File: config.mk
export PLATFORM = sky130hd
export DESIGN_NAME = iwasd_dev
export DESIGN_NICKNAME = d
export VERILOG_FILES = /design/src/rtl/iwasd_pkg.sv /design/src/rtl/iwasd_dev.sv
export SDC_FILE = /design/constraint.sdc
export NUM_CORES = 2
export LEC_CHECK = 0
export BUFFER_PORTS_ARGS = -buffer_cell sky130_fd_sc_hd__buf_2
export CAP_MARGIN = 20
export CORE_MARGIN = 2
export CORE_UTILIZATION = 60
export CTS_CLUSTER_SIZE = 16
export DETAILED_ROUTE_END_ITERATION = 16
export PLACE_DENSITY = 0.79
export SLEW_MARGIN = 10
export SYNTH_ARGS = -nofsm -noshare
export SYNTH_HDL_FRONTEND = slang
export SYNTH_SLANG_ARGS = --single-unit
File: constraint.sdc
create_clock -name aclk -period 8.29 [get_ports aclk]
set_clock_uncertainty 0.15 [all_clocks]
set_input_delay 1.658 -clock aclk [delete_from_list [all_inputs] [get_ports aclk]]
set_output_delay 1.658 -clock aclk [all_outputs]
set_load 0.01 [all_outputs]
File: src/rtl/iwasd_pkg.sv
`default_nettype none
package iwasd_pkg;

    localparam int WinLog2 = 4;
    localparam int Window  = 1 << WinLog2;
    localparam int SlotW   = WinLog2;

    localparam int LaneW   = 25;               // 16-bit signed or 24-bit unsigned, extended
    localparam int LaneSumW = LaneW + WinLog2;

    localparam int AccW    = 16;
    localparam int AccSumW = AccW + WinLog2;
    localparam int SqW     = 2 * AccW;
    localparam int SqSumW  = SqW + WinLog2 - 1 + 1;  // +1 for the full-scale negative square
    localparam int NumW    = SqSumW + WinLog2;
    localparam int DivW    = NumW - WinLog2;        // floor(num / N)
    localparam int RecFracW = 8;                    // guard bits for the series
    localparam int RecW    = DivW + RecFracW;
    localparam int RecSteps = 4;                    // factors (1 + 2^-(4 << k)), k = 0..3
    localparam int FixW    = DivW + 1;
    localparam int RadW    = 32;
    localparam int RootW   = RadW / 2;
    localparam int RemW    = RootW + 3;
    localparam int StepCntW = 5;

    localparam int ThrW    = 17;
    localparam logic [ThrW-1:0] ThrReset = ThrW'(64);
    localparam int TotalW  = RootW + 2;

    typedef struct packed {
        logic load;
        logic prefill;
    } lane_ctl_t;

    typedef enum logic [3:0] {
        DEV_IDLE,
        DEV_SQ,
        DEV_ACC,
        DEV_MUL,
        DEV_NUM,
        DEV_DIV,
        DEV_FIX,
        DEV_SQRT,
        DEV_FIN
    } dev_state_t;

    typedef enum logic [1:0] {
        ST_IDLE,
        ST_BUSY,
        ST_HOLD
    } top_state_t;

endpackage
`default_nettype wire

File: src/rtl/iwasd_dev.sv
`default_nettype none
module iwasd_dev (
    input  wire logic                                  aclk,
    input  wire logic                                  aresetn,
    input  wire iwasd_pkg::lane_ctl_t                  ctl,
    input  wire logic signed [iwasd_pkg::AccW-1:0]     new_val,
    input  wire logic signed [iwasd_pkg::AccW-1:0]     old_val,
    input  wire logic signed [iwasd_pkg::AccSumW-1:0]  sum,
    output logic [iwasd_pkg::RootW-1:0]               std_dev,
    output logic                                      done
);

    iwasd_pkg::dev_state_t state_reg, state_next;

    logic signed [iwasd_pkg::AccW-1:0]   new_reg, old_reg;
    logic                                pre_reg;
    logic [iwasd_pkg::SqW-1:0]           sq_new_reg, sq_old_reg;
    logic [iwasd_pkg::SqSumW-1:0]        sqsum_reg;
    logic [iwasd_pkg::NumW-1:0]          s2_reg;
    logic [iwasd_pkg::DivW-1:0]          div_reg;
    logic [iwasd_pkg::RecW-1:0]          rec_reg;
    logic [iwasd_pkg::RadW-1:0]          rad_reg;
    logic [iwasd_pkg::RemW-1:0]          rem_reg;
    logic [iwasd_pkg::RootW-1:0]         root_reg;
    logic [iwasd_pkg::StepCntW-1:0]      cnt_reg;

    logic signed [2*iwasd_pkg::AccW-1:0]    prod_new, prod_old;
    logic signed [2*iwasd_pkg::AccSumW-1:0] prod_sum;
    logic [iwasd_pkg::NumW-1:0]             scaled;
    logic [iwasd_pkg::DivW-1:0]             num_div;
    logic [5:0]                             rec_shift;
    logic [iwasd_pkg::RadW-1:0]             q_est;
    logic [iwasd_pkg::FixW-1:0]             fix_lhs, fix_rhs;
    logic                                   q_bump;
    logic [iwasd_pkg::RemW-1:0]             rem_t, trial;

    assign prod_new = new_reg * new_reg;
    assign prod_old = old_reg * old_reg;
    assign prod_sum = sum * sum;
    assign scaled   = {sqsum_reg, {iwasd_pkg::WinLog2{1'b0}}};

    // floor(num / (N*(N-1))) = floor(floor(num / N) / (N-1))
    always_comb begin
        if (scaled > s2_reg) begin
            num_div = iwasd_pkg::DivW'((scaled - s2_reg) >> iwasd_pkg::WinLog2);
        end else begin
            num_div = '0;
        end
    end

    // x/(N-1) = (x/N) * (1 + 2^-4)(1 + 2^-8)(1 + 2^-16)(1 + 2^-32), one factor a cycle;
    // truncation leaves the estimate at most one low, fixed by one compare
    assign rec_shift = 6'(iwasd_pkg::WinLog2) << cnt_reg[1:0];
    assign q_est     = rec_reg[iwasd_pkg::WinLog2 + iwasd_pkg::RecFracW +: iwasd_pkg::RadW];
    assign fix_lhs   = iwasd_pkg::FixW'(div_reg) + iwasd_pkg::FixW'(q_est);
    assign fix_rhs   = (iwasd_pkg::FixW'(q_est) << iwasd_pkg::WinLog2)
                     + iwasd_pkg::FixW'(iwasd_pkg::Window - 1);
    assign q_bump    = (fix_lhs >= fix_rhs);   // x >= (N-1)*(q+1)

    // digit-by-digit square root, one root bit per cycle
    assign rem_t = {rem_reg[iwasd_pkg::RemW-3:0], rad_reg[iwasd_pkg::RadW-1 -: 2]};
    assign trial = iwasd_pkg::RemW'({root_reg, 2'b01});

    always_comb begin
        state_next = state_reg;
        unique case (state_reg)
            iwasd_pkg::DEV_IDLE: if (ctl.load) state_next = iwasd_pkg::DEV_SQ;
            iwasd_pkg::DEV_SQ:   state_next = iwasd_pkg::DEV_ACC;
            iwasd_pkg::DEV_ACC:  state_next = iwasd_pkg::DEV_MUL;
            iwasd_pkg::DEV_MUL:  state_next = iwasd_pkg::DEV_NUM;
            iwasd_pkg::DEV_NUM:  state_next = iwasd_pkg::DEV_DIV;
            iwasd_pkg::DEV_DIV: begin
                if (cnt_reg == iwasd_pkg::StepCntW'(iwasd_pkg::RecSteps - 1))
                    state_next = iwasd_pkg::DEV_FIX;
            end
            iwasd_pkg::DEV_FIX:  state_next = iwasd_pkg::DEV_SQRT;
            iwasd_pkg::DEV_SQRT: begin
                if (cnt_reg == iwasd_pkg::StepCntW'(iwasd_pkg::RootW - 1))
                    state_next = iwasd_pkg::DEV_FIN;
            end
            iwasd_pkg::DEV_FIN:  state_next = iwasd_pkg::DEV_IDLE;
            default:             state_next = iwasd_pkg::DEV_IDLE;
        endcase
    end

    always_comb begin
        done = (state_reg == iwasd_pkg::DEV_FIN);
    end

    assign std_dev = root_reg;

    always_ff @(posedge aclk) begin
        if (!aresetn) begin
            state_reg <= iwasd_pkg::DEV_IDLE;
            sqsum_reg <= '0;
            cnt_reg   <= '0;
        end else begin
            state_reg <= state_next;
            if (state_reg == iwasd_pkg::DEV_ACC) begin
                if (pre_reg) begin
                    sqsum_reg <= iwasd_pkg::SqSumW'(sq_new_reg) << iwasd_pkg::WinLog2;
                end else begin
                    sqsum_reg <= sqsum_reg - iwasd_pkg::SqSumW'(sq_old_reg)
                               + iwasd_pkg::SqSumW'(sq_new_reg);
                end
            end
            if ((state_reg == iwasd_pkg::DEV_NUM) || (state_reg == iwasd_pkg::DEV_FIX)) begin
                cnt_reg <= '0;
            end else begin
                cnt_reg <= cnt_reg + 1'b1;
            end
        end
    end

    always_ff @(posedge aclk) begin
        case (state_reg)
            iwasd_pkg::DEV_IDLE: begin
                if (ctl.load) begin
                    new_reg <= new_val;
                    old_reg <= old_val;
                    pre_reg <= ctl.prefill;
                end
            end
            iwasd_pkg::DEV_SQ: begin
                sq_new_reg <= prod_new[iwasd_pkg::SqW-1:0];
                sq_old_reg <= prod_old[iwasd_pkg::SqW-1:0];
            end
            iwasd_pkg::DEV_MUL: begin
                s2_reg <= prod_sum[iwasd_pkg::NumW-1:0];
            end
            iwasd_pkg::DEV_NUM: begin
                div_reg <= num_div;
                rec_reg <= {num_div, {iwasd_pkg::RecFracW{1'b0}}};
            end
            iwasd_pkg::DEV_DIV: begin
                rec_reg <= rec_reg + (rec_reg >> rec_shift);
            end
            iwasd_pkg::DEV_FIX: begin
                rad_reg  <= q_est + iwasd_pkg::RadW'(q_bump);
                rem_reg  <= '0;
                root_reg <= '0;
            end
            iwasd_pkg::DEV_SQRT: begin
                rad_reg <= rad_reg << 2;
                if (rem_t >= trial) begin
                    rem_reg  <= rem_t - trial;
                    root_reg <= {root_reg[iwasd_pkg::RootW-2:0], 1'b1};
                end else begin
                    rem_reg  <= rem_t;
                    root_reg <= {root_reg[iwasd_pkg::RootW-2:0], 1'b0};
                end
            end
            default: begin
            end
        endcase
    end

endmodule
`default_nettype wire

==> flow_summary.ini <==
[placement]
post-place-ws_ns = -0.396
postPlaceCellArea_um2 = 56600
port_buffers = 72
hpwlAfterDp_mm = 106
gp_congestion = 0.960

[floorplan]
rows = 110
coreArea_um2 = 89700
pin_count = 73
die_area_um2 = 92700
die_w_um = 304
start_util_pct = 60.4
die_h_um = 304

[final_layout]
area_delta_synth_final_pct = 7.03
nets = 7307
fill_cells = 7142
largest_register_ffs = 44
final_cell_area_um2 = 58000
drive_gt1_share_pct = 6.40

[timing]
fin_crit_sh_pct = 96.9
fin_ws_ns = 0.258
setup_viol = 0
rsz0062_at_grt = true
hold_viol_final = 0
tightest_slew_ns = 0.979
slew_viol_final = 0
period_minus_slack_ns = 8.03
relSlewSlack_pct = 34.7
fin_tns_setup_ns = 0
clock.fmax_mhz = 125

[clocking]
root_buffer = clkbuf_16
cts_hold_buf = 0
cts.sinks = 324
cts_tree = yes
clockBufferDepth = 3
cts_made_buffers = 40
clk_pin_slew_ns = 0.06
htreeDepth = 2
clk_latency_ns = 0.60

[synthesis]
synthCells = 5771
synth_ff_type = edfxtp_1
avgSynthCellArea_um2 = 9.39
synthDistinctLibCells = 96
synth_edf_count = 279
ys_ff_latch = 324
syn_area_um2 = 54200
synth_fp_nets = 7202
ys_seq_area_share_pct = 17.1
yosysWarnings = 0
ys_async_sr_fraction_pct = 0

[critical_path]
required_ns = 8.48
cp.arrival_ns = 8.22
start_kind = input port
critPathCaptureType = register
critical_path_class = input port to register
path_max_fanout = 10
rrSetupSlack_ns = 0.78

[detailed_routing]
vias_per_cell = 5.60
dr.pass1.iters = 6
vias = 39700
drt_iter0_drc = 2886
antenna_left = 0
drc_errors = 0
wl_per_cell_um = 18.0
wl_mm = 128

[global_routing]
antenna_found_initial = 1
grt_pass1_wl_mm = 211
grt_pass1_vias = 41500
grt_overflow = 0
grt_usage_pct = 28.4
grt_max_degree = 73

[flow_run]
drv_cap = 0

[status]
outcome = completed

[worst_hold_path]
hp-class = register to register
==> cell usage after synthesis (all sizes together), types with 14 or more instances <==
library cell | number | area [µm²]
o21ai | 223 | 1120
o211ai | 14 | 110
fa | 894 | 17900
o21bai | 25 | 188
nor2b | 54 | 338
and3 | 40 | 250
nand3 | 52 | 260
xnor2 | 209 | 1830
or3 | 18 | 113
o22ai | 19 | 125
edfxtp | 279 | 8380
a21o | 124 | 931
nor2 | 322 | 1210
o21a | 39 | 293
dfxtp | 45 | 901
nor3 | 56 | 280
xor2 | 85 | 744
nand2b | 42 | 263
clkbuf | 151 | 567
and2 | 186 | 1160
a211oi | 65 | 493
ha | 481 | 6020
a21oi | 234 | 1190
nand4 | 29 | 181
inv | 1335 | 5010
nand2 | 472 | 1770
a31oi | 26 | 163
or2 | 19 | 119
mux2i | 47 | 470
==> layout by cell type (no fill, tap or decap), types with 42 or more instances in the layout <==
master        n
edfxtp_1    279
xor2_1       85
o21ai_0     200
nor2_1      319
a21o_1      124
ha_1        479
nor3_1       53
nand2_1     471
nand2b_1     42
a211oi_1     63
nor2b_1      54
and2_1      185
clkbuf_16    42
inv_1      1334
dfxtp_1      45
buf_4       148
nand3_1      52
a21oi_1     229
xnor2_1     209
buf_2        72
fa_1        894
mux2i_1      47
==> what timing repair did <==
item / in CTS / in global routing
gates resized for setup: 0 / 1
endpoints found under the hold margin: 0 / 0
setup buffers: 0 / 2
endpoints found under the setup margin: 0 / 3
==> cell families (layout without fill, tap and decap cells) <==
kind of cell / count (synthesis) / count (layout) / share of synthesized area [%]
AOI/OAI and AO/OA: 893 / 893 / 10.8
adders and majority gates: 1375 / 1375 / 44.2
DFF: 324 / 324 / 17.1
and+or+nand+nor: 1326 / 1326 / 11.5
xor gates and xnor gates: 294 / 294 / 4.75
other: 0 / 1 / 0
buffers and inverters: 1498 / 1634 / 10.4
muxes: 61 / 61 / 1.28
==> layer usage <==
layer	share of wire (%)	global-route usage [%]
met5	0	0
met4	3.5	9.41
met3	6.7	3.30
met2	48	47.4
met1	42	38.9
==> critical path: stages <==
cell and delay [ns]:
buf_2 0.19, and2_1 0.21, fa_1 0.50, fa_1 0.54, inv_1 0.05, fa_1 0.50, inv_1 0.06, fa_1 0.56
fa_1 0.43, fa_1 0.50, inv_1 0.05, fa_1 0.50, inv_1 0.04, ha_1 0.28, nand4_1 0.14, or4_1 0.56
a21oi_2 0.21, o41ai_4 0.12, o311ai_2 0.31, a211oi_1 0.14, o21bai_1 0.23, nand2_1 0.14, a41oi_2 0.21, xor2_1 0.09
==> per-stage QoR <==
| step | util [%] | hold slack (ns) | cells |
|---|---|---|---|
| floorplan | - | 0.295 | 5771 |
| detailed placement | 63.1 | 0.318 | 7007 |
| finish | 64.6 | 0.330 | 7084 |
| global route | 64.6 | 0.371 | 7084 |
| CTS | 64.5 | 0.328 | 7080 |
| global placement | 63.1 | 0.318 | 7007 |
==> final timing paths <==
path | to | cells past startpoint | start
max | s2_reg[38] | 24 | sum[7]
min | sqsum_reg[2] | 2 | sqsum_reg[2]
max reg2reg | sq_new_reg[31] | 24 | new_reg[8]
min reg2reg | sqsum_reg[2] | 2 | sqsum_reg[2]
==> layout make-up <==
type | count | area, µm² | share of cell area [%]
antenna | 1 | 2.50 | 0.00432
sequential | 324 | 9280 | 16.0
timing repair buffer | 223 | 1540 | 2.65
inverter | 1338 | 5020 | 8.66
clock inverter | 22 | 205 | 0.354
clock buffer | 51 | 1120 | 1.94
tap | 1176 | 1470 | 2.54
multi-input combinational | 3949 | 39300 | 67.8
Power is not shown: default switching activity piles up to over one toggle a cycle in this logic, so the estimate is an artifact.
