===== config.mk =====
export PLATFORM = sky130hd
export DESIGN_NAME = iwasd_lane
export DESIGN_NICKNAME = d
export VERILOG_FILES = /design/src/rtl/iwasd_pkg.sv /design/src/rtl/iwasd_lane.sv
export SDC_FILE = /design/constraint.sdc
export NUM_CORES = 1
export LEC_CHECK = 0
export ABC_AREA = 1
export BUFFER_PORTS_ARGS = -buffer_cell sky130_fd_sc_hd__buf_4
export CELL_PAD_IN_SITES_DETAIL_PLACEMENT = 0
export CELL_PAD_IN_SITES_GLOBAL_PLACEMENT = 1
export CORE_ASPECT_RATIO = 1.25
export CORE_UTILIZATION = 40
export CTS_CLUSTER_SIZE = 30
export DETAILED_ROUTE_END_ITERATION = 16
export HOLD_SLACK_MARGIN = 0.15
export PLACE_DENSITY_LB_ADDON = 0.2
export SYNTH_ARGS = -nofsm -noshare
export SYNTH_HDL_FRONTEND = slang
export SYNTH_SLANG_ARGS = --single-unit

===== constraint.sdc =====
create_clock -name aclk -period 3.5 [get_ports aclk]
set_input_delay 0.7 -clock aclk [delete_from_list [all_inputs] [get_ports aclk]]
set_output_delay 0.7 -clock aclk [all_outputs]
set_load 0.05 [all_outputs]

===== src/rtl/iwasd_pkg.sv =====
`default_nettype none
package iwasd_pkg;

    localparam int WinLog2 = 4;
    localparam int Window  = 1 << WinLog2;
    localparam int SlotW   = WinLog2;

    localparam int LaneW   = 25;               // 16-bit signed or 24-bit unsigned, extended
    localparam int LaneSumW = LaneW + WinLog2;

    localparam int AccW    = 16;
    localparam int AccSumW = AccW + WinLog2;
    localparam int SqW     = 2 * AccW;
    localparam int SqSumW  = SqW + WinLog2 - 1 + 1;  // +1 for the full-scale negative square
    localparam int NumW    = SqSumW + WinLog2;
    localparam int DivW    = NumW - WinLog2;        // floor(num / N)
    localparam int RecFracW = 8;                    // guard bits for the series
    localparam int RecW    = DivW + RecFracW;
    localparam int RecSteps = 4;                    // factors (1 + 2^-(4 << k)), k = 0..3
    localparam int FixW    = DivW + 1;
    localparam int RadW    = 32;
    localparam int RootW   = RadW / 2;
    localparam int RemW    = RootW + 3;
    localparam int StepCntW = 5;

    localparam int ThrW    = 17;
    localparam logic [ThrW-1:0] ThrReset = ThrW'(64);
    localparam int TotalW  = RootW + 2;

    typedef struct packed {
        logic load;
        logic prefill;
    } lane_ctl_t;

    typedef enum logic [3:0] {
        DEV_IDLE,
        DEV_SQ,
        DEV_ACC,
        DEV_MUL,
        DEV_NUM,
        DEV_DIV,
        DEV_FIX,
        DEV_SQRT,
        DEV_FIN
    } dev_state_t;

    typedef enum logic [1:0] {
        ST_IDLE,
        ST_BUSY,
        ST_HOLD
    } top_state_t;

endpackage
`default_nettype wire


===== src/rtl/iwasd_lane.sv =====
`default_nettype none
module iwasd_lane (
    input  wire logic                                 aclk,
    input  wire logic                                 aresetn,
    input  wire iwasd_pkg::lane_ctl_t                 ctl,
    input  wire logic [iwasd_pkg::SlotW-1:0]          slot,
    input  wire logic signed [iwasd_pkg::LaneW-1:0]   sample,
    output logic signed [iwasd_pkg::LaneW-1:0]       old_val,
    output logic signed [iwasd_pkg::LaneSumW-1:0]    sum
);

    logic signed [iwasd_pkg::LaneW-1:0]    hist_reg [iwasd_pkg::Window];
    logic [iwasd_pkg::Window-1:0]          valid_reg;
    logic signed [iwasd_pkg::LaneW-1:0]    fill_reg;
    logic signed [iwasd_pkg::LaneSumW-1:0] sum_reg;
    logic signed [iwasd_pkg::LaneSumW-1:0] sum_next;

    // slots not written since the last prefill read back the fill value
    assign old_val = valid_reg[slot] ? hist_reg[slot] : fill_reg;
    assign sum     = sum_reg;

    always_comb begin
        if (ctl.prefill) begin
            sum_next = iwasd_pkg::LaneSumW'(sample) <<< iwasd_pkg::WinLog2;
        end else begin
            sum_next = sum_reg + iwasd_pkg::LaneSumW'(sample)
                     - iwasd_pkg::LaneSumW'(old_val);
        end
    end

    always_ff @(posedge aclk) begin
        if (!aresetn) begin
            valid_reg <= '0;
            fill_reg  <= '0;
            sum_reg   <= '0;
        end else if (ctl.load) begin
            sum_reg <= sum_next;
            if (ctl.prefill) begin
                fill_reg  <= sample;
                valid_reg <= '0;
            end else begin
                valid_reg[slot] <= 1'b1;
            end
        end
    end

    always_ff @(posedge aclk) begin
        if (ctl.load && !ctl.prefill) begin
            hist_reg[slot] <= sample;
        end
    end

endmodule
`default_nettype wire


==> results, run 1 <==
- IR analysis of the VDD net gives a maximum drop of 0.415 mV.
- The number of max-slew violations in the final report is 0.
- Measured along the x axis, the die boundary spans 206 microns.
- For this block, the routed nets add up to 65200 microns of wire.
- The average cell area after synthesis is 11.1 sq um.
- The most used flip-flop cell after synthesis is edfxtp_1.
- The H-tree generated during clock tree synthesis spans 2 levels.
- After routing the design area is 27600 sq um.
- In this run the standard cell core region covers 50800 sq um.
- The sequential fraction of the synthesis area is 0.647.
- The slowest cell on the critical path is fa_1.
- Setup violations remaining at the end of the flow were counted as 1.
- The netlist area before placement is 20700 sq um.
- The largest single stage delay on the critical path is 0.42 ns.
- The worst-case clock skew is 0.0228 ns.
- After layout, the worst setup slack is -0.0141 ns.
- The number of nets handed over by synthesis was 1953.
- The slew at the pin with the worst max-slew slack is 0.793 ns.
- Clock tree synthesis inserted a total of 46 buffers.
- The first routing iteration left 1182 violations.
- The total global routing overflow is 0.
- The die area is 52700 sq um.
- In this run the static leakage power is 10.7 nW.
- STA classifies the critical path endpoint as a register.
- The required time at the worst-slack endpoint is 3.99 ns.
- The final number of hold-violating endpoints is 0.
- The buffer type at the clock tree root is clkbuf_16.
- The checks that failed: setup timing.
- The first global-routing pass estimated 94500 microns of wire.
- The power per unit of standard cell area is 549 nW/um^2.
- The cell type contributing the most total cell area after synthesis is edfxtp_1.
- Setup repair after global routing could not meet its margin everywhere.
- The number of flip-flops in the largest register is 400.
- The count of cell types in the netlist is 35.
- The maximum clock frequency is 0.285 GHz.
- The most repeated cell in the gate-level netlist after synthesis is nand2_1.
- The via density per instance is 5.35.
- The number of sinks driven by the clock tree is 470.
- Routability-driven placement finished with a final weighted congestion of 0.881.
- The top layer used by detailed routing is met4.
- The synthesis-to-layout area growth is 33.2%.
- The total iterations of the first detailed-routing run is 5.
- The run finished, with violations left.
- The detailed router placed 15300 vias in this run.
- At the later pin of the worst-skew pair, clock insertion delay measures 0.58 ns.
- The number of storage elements in the synthesis netlist is 470.
- The synthesized design contains 400 enable-type register cells.
- STA classifies the critical path startpoint as an input port.
- For this run, the total global-route usage over all layers was measured as 0.245.
- The max capacitance violation total is 0.
- The initial antenna violation count is 1.
- By count the netlist is led by nand2_1, edfxtp_1, inv_1.
- The data arrival at the endpoint of the critical path is 4.01 ns.
- Together, buffers and inverters on the worst path number 6.
- The worst-case setup slack after placement is -1.01 ns.
- Summed over all nets, the half-perimeter wirelength after detailed placement is 43800 microns.
- The via count of the first global-routing pass was 15200.
- The clock-pin slew on the worst setup and hold paths is 0.07 ns.
- The number of nets at the end of the flow is 2264.
- The effective utilization at floorplan is 0.408.
- The floorplan has 92 rows.
- The number of warnings issued by yosys is 0.
- The total routed wire length on the met1 layer is 26400 microns.
- Wire segments on met3 add up to 3270 microns in the final route.
- The count of unresolved DRC violations after routing is 0.
- The worst setup path is of the in -> reg kind.
- The fraction of layout cells with a size suffix above 1 is 0.347.
- The die height is 257 microns.
- The total length of routed met2 wires is 33200 microns.
- The cell that appears most often on the critical path is nand2_1.
- The worst slew slack as a fraction of its limit is 0.471.
- In the post-synthesis netlist, the biggest area contributors are edfxtp_1, nand2_1, a22oi_1, dfxtp_1, inv_1.
- Summing internal, switching and leakage power gives 15.2 mW.
- The post-detailed-route count of antenna-violating nets is 0.
- The path class of the tightest hold or removal check is in -> reg.
- The final cycle utilization of the critical path is 1.00.
- Buffers placed on the I/O ports in this run total 86.
- During I/O placement, the number of pins put on the boundary was 87.
- The clock tree from TritonCTS is built.
- After layout, the minimum clock period comes to 3.51 ns.
- The clock passes through at most 3 buffers.
- After synthesis, the share of flip-flops with an asynchronous set or reset is 0.
- The family with the most delay on the worst path is simple AND/OR/NAND/NOR gates.
- The maximum number of pins on one net before global-route repair is 63.
- The minimum setup slack among reg-to-reg paths is 0.19 ns.
- Hold timing on the final database bottoms out at a slack of 0.430 ns.
- Summing all placed instances gives a cell area of 24500 sq um.
- Of the post-synthesis cell area, the dominant cell type holds 0.580.
- Dividing the detail-routed wire length by the instance count gives 22.7 microns.
- After technology mapping, the gate count stands at 1862.
- The highest fanout seen on the critical path is 8.
-- placed cells by master (no fill, tap or decap), types with 21 or more instances in the layout --
master     synthesis  final
fa_1              28     27
nand3_1           45     23
o21ai_0           23     21
dfxtp_1           70     70
a22oi_2            2     39
inv_1            237    210
buf_4              5    281
nand2_1          444    292
edfxtp_1         400    400
buf_12             0     31
inv_2              7     29
ha_4               0     27
a21oi_1          142    123
nor2_1            77     34
nand2_4            0     55
nand2_2            1     95
a22oi_1          202    165
clkbuf_16          0     50
nor2_4             0     36
-- timing repair --
action,in CTS,in global routing
pin swaps,49,92
endpoints found under the setup margin,22,25
cloned,2,6
gates resized for setup,97,235
buffers inserted,9,24
hold buffers,0,0
endpoints found under the hold margin,0,0
-- cell families (layout without fill, tap and decap cells) --
logic type / after synthesis / count (layout) / synth area share
flip-flops: 470 / 470 / 0.647
buffers and inverters: 322 / 666 / 0.0635
adder cells (fa/ha/maj): 58 / 58 / 0.0452
other: 0 / 1 / 0
AND/OR/NAND/NOR: 610 / 611 / 0.118
XOR/XNOR: 7 / 7 / 0.00296
AO/OA/AOI/OAI: 395 / 395 / 0.123
-- report_power, final --
group          switching [mW]  internal [mW]  total [mW]
clock network            2.15           2.85        4.99
registers              0.0676           6.18        6.25
logic                    2.31           1.60        3.92
total                    4.53           10.6        15.2
-- final timing paths --
| kind | endpoint | cells past startpoint | startpoint |
|---|---|---|---|
| worst max-delay path | sum[25] | 25 | slot[1] |
| worst min-delay path | valid_reg[9] | 2 | aresetn |
| worst max register to register | sum[21] | 21 | valid_reg[3] |
| worst min register to register | fill_reg[4] | 2 | fill_reg[4] |
-- metrics by stage --
step	instances	util	TNS [ns]
after global placement	2743	0.482	-18.67
after global routing	2865	0.544	-1.84
after floorplan	1862	-	-0.0734
final	2866	0.544	-0.0141
after detailed placement	2743	0.482	-18.89
after CTS	2836	0.521	-0.301
-- per-layer routing --
layer  up-vias  track usage
met5         -            0
met4         0       0.0862
met3       116       0.0247
met2       462        0.426
met1      7636        0.314
li1       7108            -
-- worst reg2reg max path: stages (launching register included) --
cell	delay (ns)
dfxtp_1	0.30
inv_1	0.08
o22ai_1	0.10
o21ai_1	0.18
nand2_2	0.09
nand3b_4	0.22
buf_12	0.18
buf_12	0.15
nand2_4	0.08
nand2_4	0.05
fa_1	0.51
inv_1	0.06
ha_4	0.30
buf_4	0.12
nand2_4	0.06
nor2_4	0.14
nand2_2	0.07
nor2_1	0.10
nand2_1	0.09
nand4_1	0.10
nand3_2	0.12
a21oi_2	0.14
-- cell type report --
type / instances / area (sq um)
Fill cell: 4327 / 23200
Tap cell: 658 / 823
Inverter: 248 / 958
Antenna cell: 1 / 2.50
Clock buffer: 56 / 1210
Timing Repair Buffer: 336 / 3070
Clock inverter: 26 / 284
Sequential cell: 470 / 13400
Multi-Input combinational cell: 1071 / 7850
Note: power is estimated with default switching activity, not from simulation.
==> run 2: changes to the inputs <==
clock period = 3.7 ns   (was 3.5 ns; I/O delays follow)
==> run 2 against run 1 <==
The run still ends with setup timing left. Clock skew down 0.00078 ns. Final cell count decreased by 1.1%. Hold slack gained 0.034 ns. Combinational power is 15% lower. Clock power decreased by 10%. Sequential power is 5.4% lower. Via count fell by 1.9%. Setup slack about the same. Register-to-register slack improved by 0.05 ns. Design area shrank 3.7%. Largest power group unchanged.
==> results, run 2 (synthesis results as in run 1) <==
- The flow ran to the end, but the final reports show violations.
- The final reports fail on setup timing.
- The synthesis-to-layout area growth is 28.3%.
- The number of antenna repair diodes is 0 (-1).
- The number of cells in the finished layout apart from fillers came to 2834 (-1.1%).
- The maximum clock frequency is 0.269 GHz.
- The power per unit of standard cell area is 517 nW/um^2 (-5.9%).
- The number of flip-flops in the largest register came to 400 (unchanged).
- The count of standard-cell rows is 92 (unchanged).
- The total CTS buffers was 47 (+2.2%).
- The power spent charging and discharging nets was 4.10 mW (-9.3%).
- The count of unresolved DRC violations after routing is 0 (unchanged).
- The final cell area excluding filler cells is 26600 sq um (-3.7%).
- The accumulated negative setup slack is -0.0372 ns (-0.0231 ns).
- The via count of the first global-routing pass is 15000 (-1.3%).
- The worst ir drop on vdd is 0.329 mV (-21%).
- The fraction of layout cells with a size suffix above 1 is 0.273 (-0.0732).
- The die area is 52700 sq um (unchanged).
- The leakage power is 10.3 nW (-3.9%).
- The effective utilization at floorplan was 0.408 (unchanged).
- The setup slack after layout is -0.0140 ns (+0.0000972 ns).
- The time the worst path needs with I/O delays and setup is 3.71 ns.
- The die extent in x is 206 microns (unchanged).
- The worst-skew pair later-pin latency is 0.58 ns (about the same).
- Of the available clock period, the critical path in the final layout requires 1.00.
- The via density per instance is 5.30 (-0.80%).
- The maximum number of pins on one net before global-route repair is 54 (-14%).
- The number of sinks driven by the clock tree came to 470 (unchanged).
- The share of the core filled with cells in the final layout is 0.524 (-0.0202).
- The setup violation total in the final timing report was 3 (+2).
- Setup repair after global routing could not meet its margin everywhere.
- The total track usage is 0.247 (+0.00219).
- The iteration-0 DRC count of the detailed router is 1053 (-11%).
- The initial antenna violation count came to 0 (-1).
- The clock-pin slew on the worst setup and hold paths is 0.06 ns (about the same).
- The buffer type at the clock tree root is clkbuf_16.
- The relative contribution of sequential cells to total power was 0.431 (+0.019).
- The worst slew slack as a fraction of its limit is 0.508 (+0.0372).
- The worst-case setup slack after placement came to -1.15 ns (-0.142 ns).
- The final weighted congestion in routability-driven placement was 0.914 (+3.8%).
- The placeable core area came to 50800 sq um (unchanged).
- The max capacitance violation total is 0 (unchanged).
- The top cell types in the final layout, fill and taps aside, are edfxtp_1, nand2_1, buf_4.
- The commonest non-fill, non-tap cell in the layout is edfxtp_1.
- The routed wire length per instance was 22.9 microns (+0.75%).
- The slew at the pin with the worst max-slew slack was 0.737 ns (-0.0558 ns).
- The tightest hold margin came to 0.464 ns (+0.0344 ns).
- STA classifies the critical path endpoint as a register.
- The cell count after placement is 2727 (-0.58%).
- The deepest level of the CTS H-tree is 2 (unchanged).
- The tightest min-delay check is of the reg -> reg type.
- The proportion of power drawn by combinational gates is 0.244 (-0.014).
- The area after detailed placement is 23800 sq um (-2.5%).
- The total I/O pin count is 87 (unchanged).
- The total iterations of the first detailed-routing run is 5 (unchanged).
- The number of max-slew violations in the final report is 0 (unchanged).
- The cell-internal power is 9.63 mW (-9.4%).
- The worst-case clock skew was 0.0220 ns (-0.000776 ns).
- The buffer depth of the longest clock path is 3 (unchanged).
- TritonCTS built the clock tree.
- The highest fanout seen on the critical path is 5 (-3).
- The die height is 257 microns (unchanged).
- The worst setup path is of the in -> reg kind.
- The number of nets at the end of the flow is 2231 (-1.5%).
- The count of vias placed by the detailed router was 15000 (-1.9%).
- The half-perimeter wire length after placement is 43800 microns (about the same).
- The total wirelength of the detailed-routed design came to 64900 microns (-0.38%).
- The relative contribution of the clock network to total power is 0.326 (-0.003).
- The final number of hold-violating endpoints is 0 (unchanged).
- The total global routing overflow is 0 (unchanged).
- The worst setup path is launched from an input port.
- The total power consumption of the routed design is 13.7 mW (-9.4%).
- The hold buffer count at cts is 0 (unchanged).
- The count of input and output buffers is 86 (unchanged).
- The data arrival at the endpoint of the critical path was 4.14 ns (+0.13 ns).
- The wire length of the first global-routing pass is 95300 microns (+0.83%).
- The switching fraction of total power is 0.299 (about the same).
- The required time at the worst-slack endpoint was 4.13 ns (+0.14 ns).
- The post-detailed-route count of antenna-violating nets is 0 (unchanged).
==> run 2: cell count changes in the layout (fill, tap and decap cells not counted), sizes merged, moves of 2 or more <==
cell	before	now
bufinv	5	0
clkinvlp	4	2
inv	248	251
buf	332	300
clkbuf	59	63
==> run 2: power groups by stage <==
stage / sequential (mW) / clock, mW / combinational, mW
3_3_place_gp: 6.02 / 0 / 2.74
5_1_grt: 5.92 / 4.71 / 3.66
4_1_cts: 5.91 / 4.53 / 3.03
3_5_place_dp: 6.02 / 0 / 2.74
2_1_floorplan: 6.16 / 0 / 1.41
6_report: 5.91 / 4.47 / 3.35
==> run 2: final cells by class <==
class                   instances  area [sq um]
clock buffers                  62          1250
clock inverters                23           169
fillers                      4439         24200
inverters                     248           948
multi-input cells            1070          7180
flip-flops and latches        470         13400
well taps                     658           823
repair buffers                303          2800
==> run 2: critical path, cell delays in order <==
cell,delay [ns]
buf_6,0.11
buf_6,0.12
nor2_4,0.26
bufbuf_16,0.33
buf_4,0.12
a22oi_1,0.06
a21oi_1,0.18
nor3_1,0.07
buf_4,0.14
nand2_1,0.09
nand2_2,0.07
nand2_4,0.09
fa_1,0.43
inv_2,0.09
ha_4,0.22
nand2_1,0.08
nand2_1,0.06
nand2_1,0.06
nand2_1,0.06
buf_4,0.13
nand2_1,0.07
nand3_1,0.10
nand2_2,0.11
nand4_1,0.15
nand3_4,0.13
a21oi_1,0.07
==> run 2: final timing paths <==
path | startpoint | to | slack [ns] | cells after the start
worst max-delay path | slot[1] | sum[22] | -0.01 | 26
worst min-delay path | fill_reg[7] | fill_reg[7] | 0.46 | 2
worst max register to register | valid_reg[7] | sum[28] | 0.24 | 22
worst min register to register | fill_reg[7] | fill_reg[7] | 0.46 | 2
==> run 2: per-layer routing <==
metal  global-route usage  vias up  routed length (microns)
met5                    0        -                        0
met4               0.0833        0                     2100
met3               0.0275       97                     3520
met2                0.420      466                    32600
met1                0.325     7416                    26700
li1                     -     7050                        -
==> run 2: repair_timing <==
item | 4_1_cts | 5_1_grt
buffers inserted | 9 | 10
setup endpoints to repair | 18 | 25
cloned | 2 | 1
resized for setup | 93 | 146
pin swaps | 21 | 49
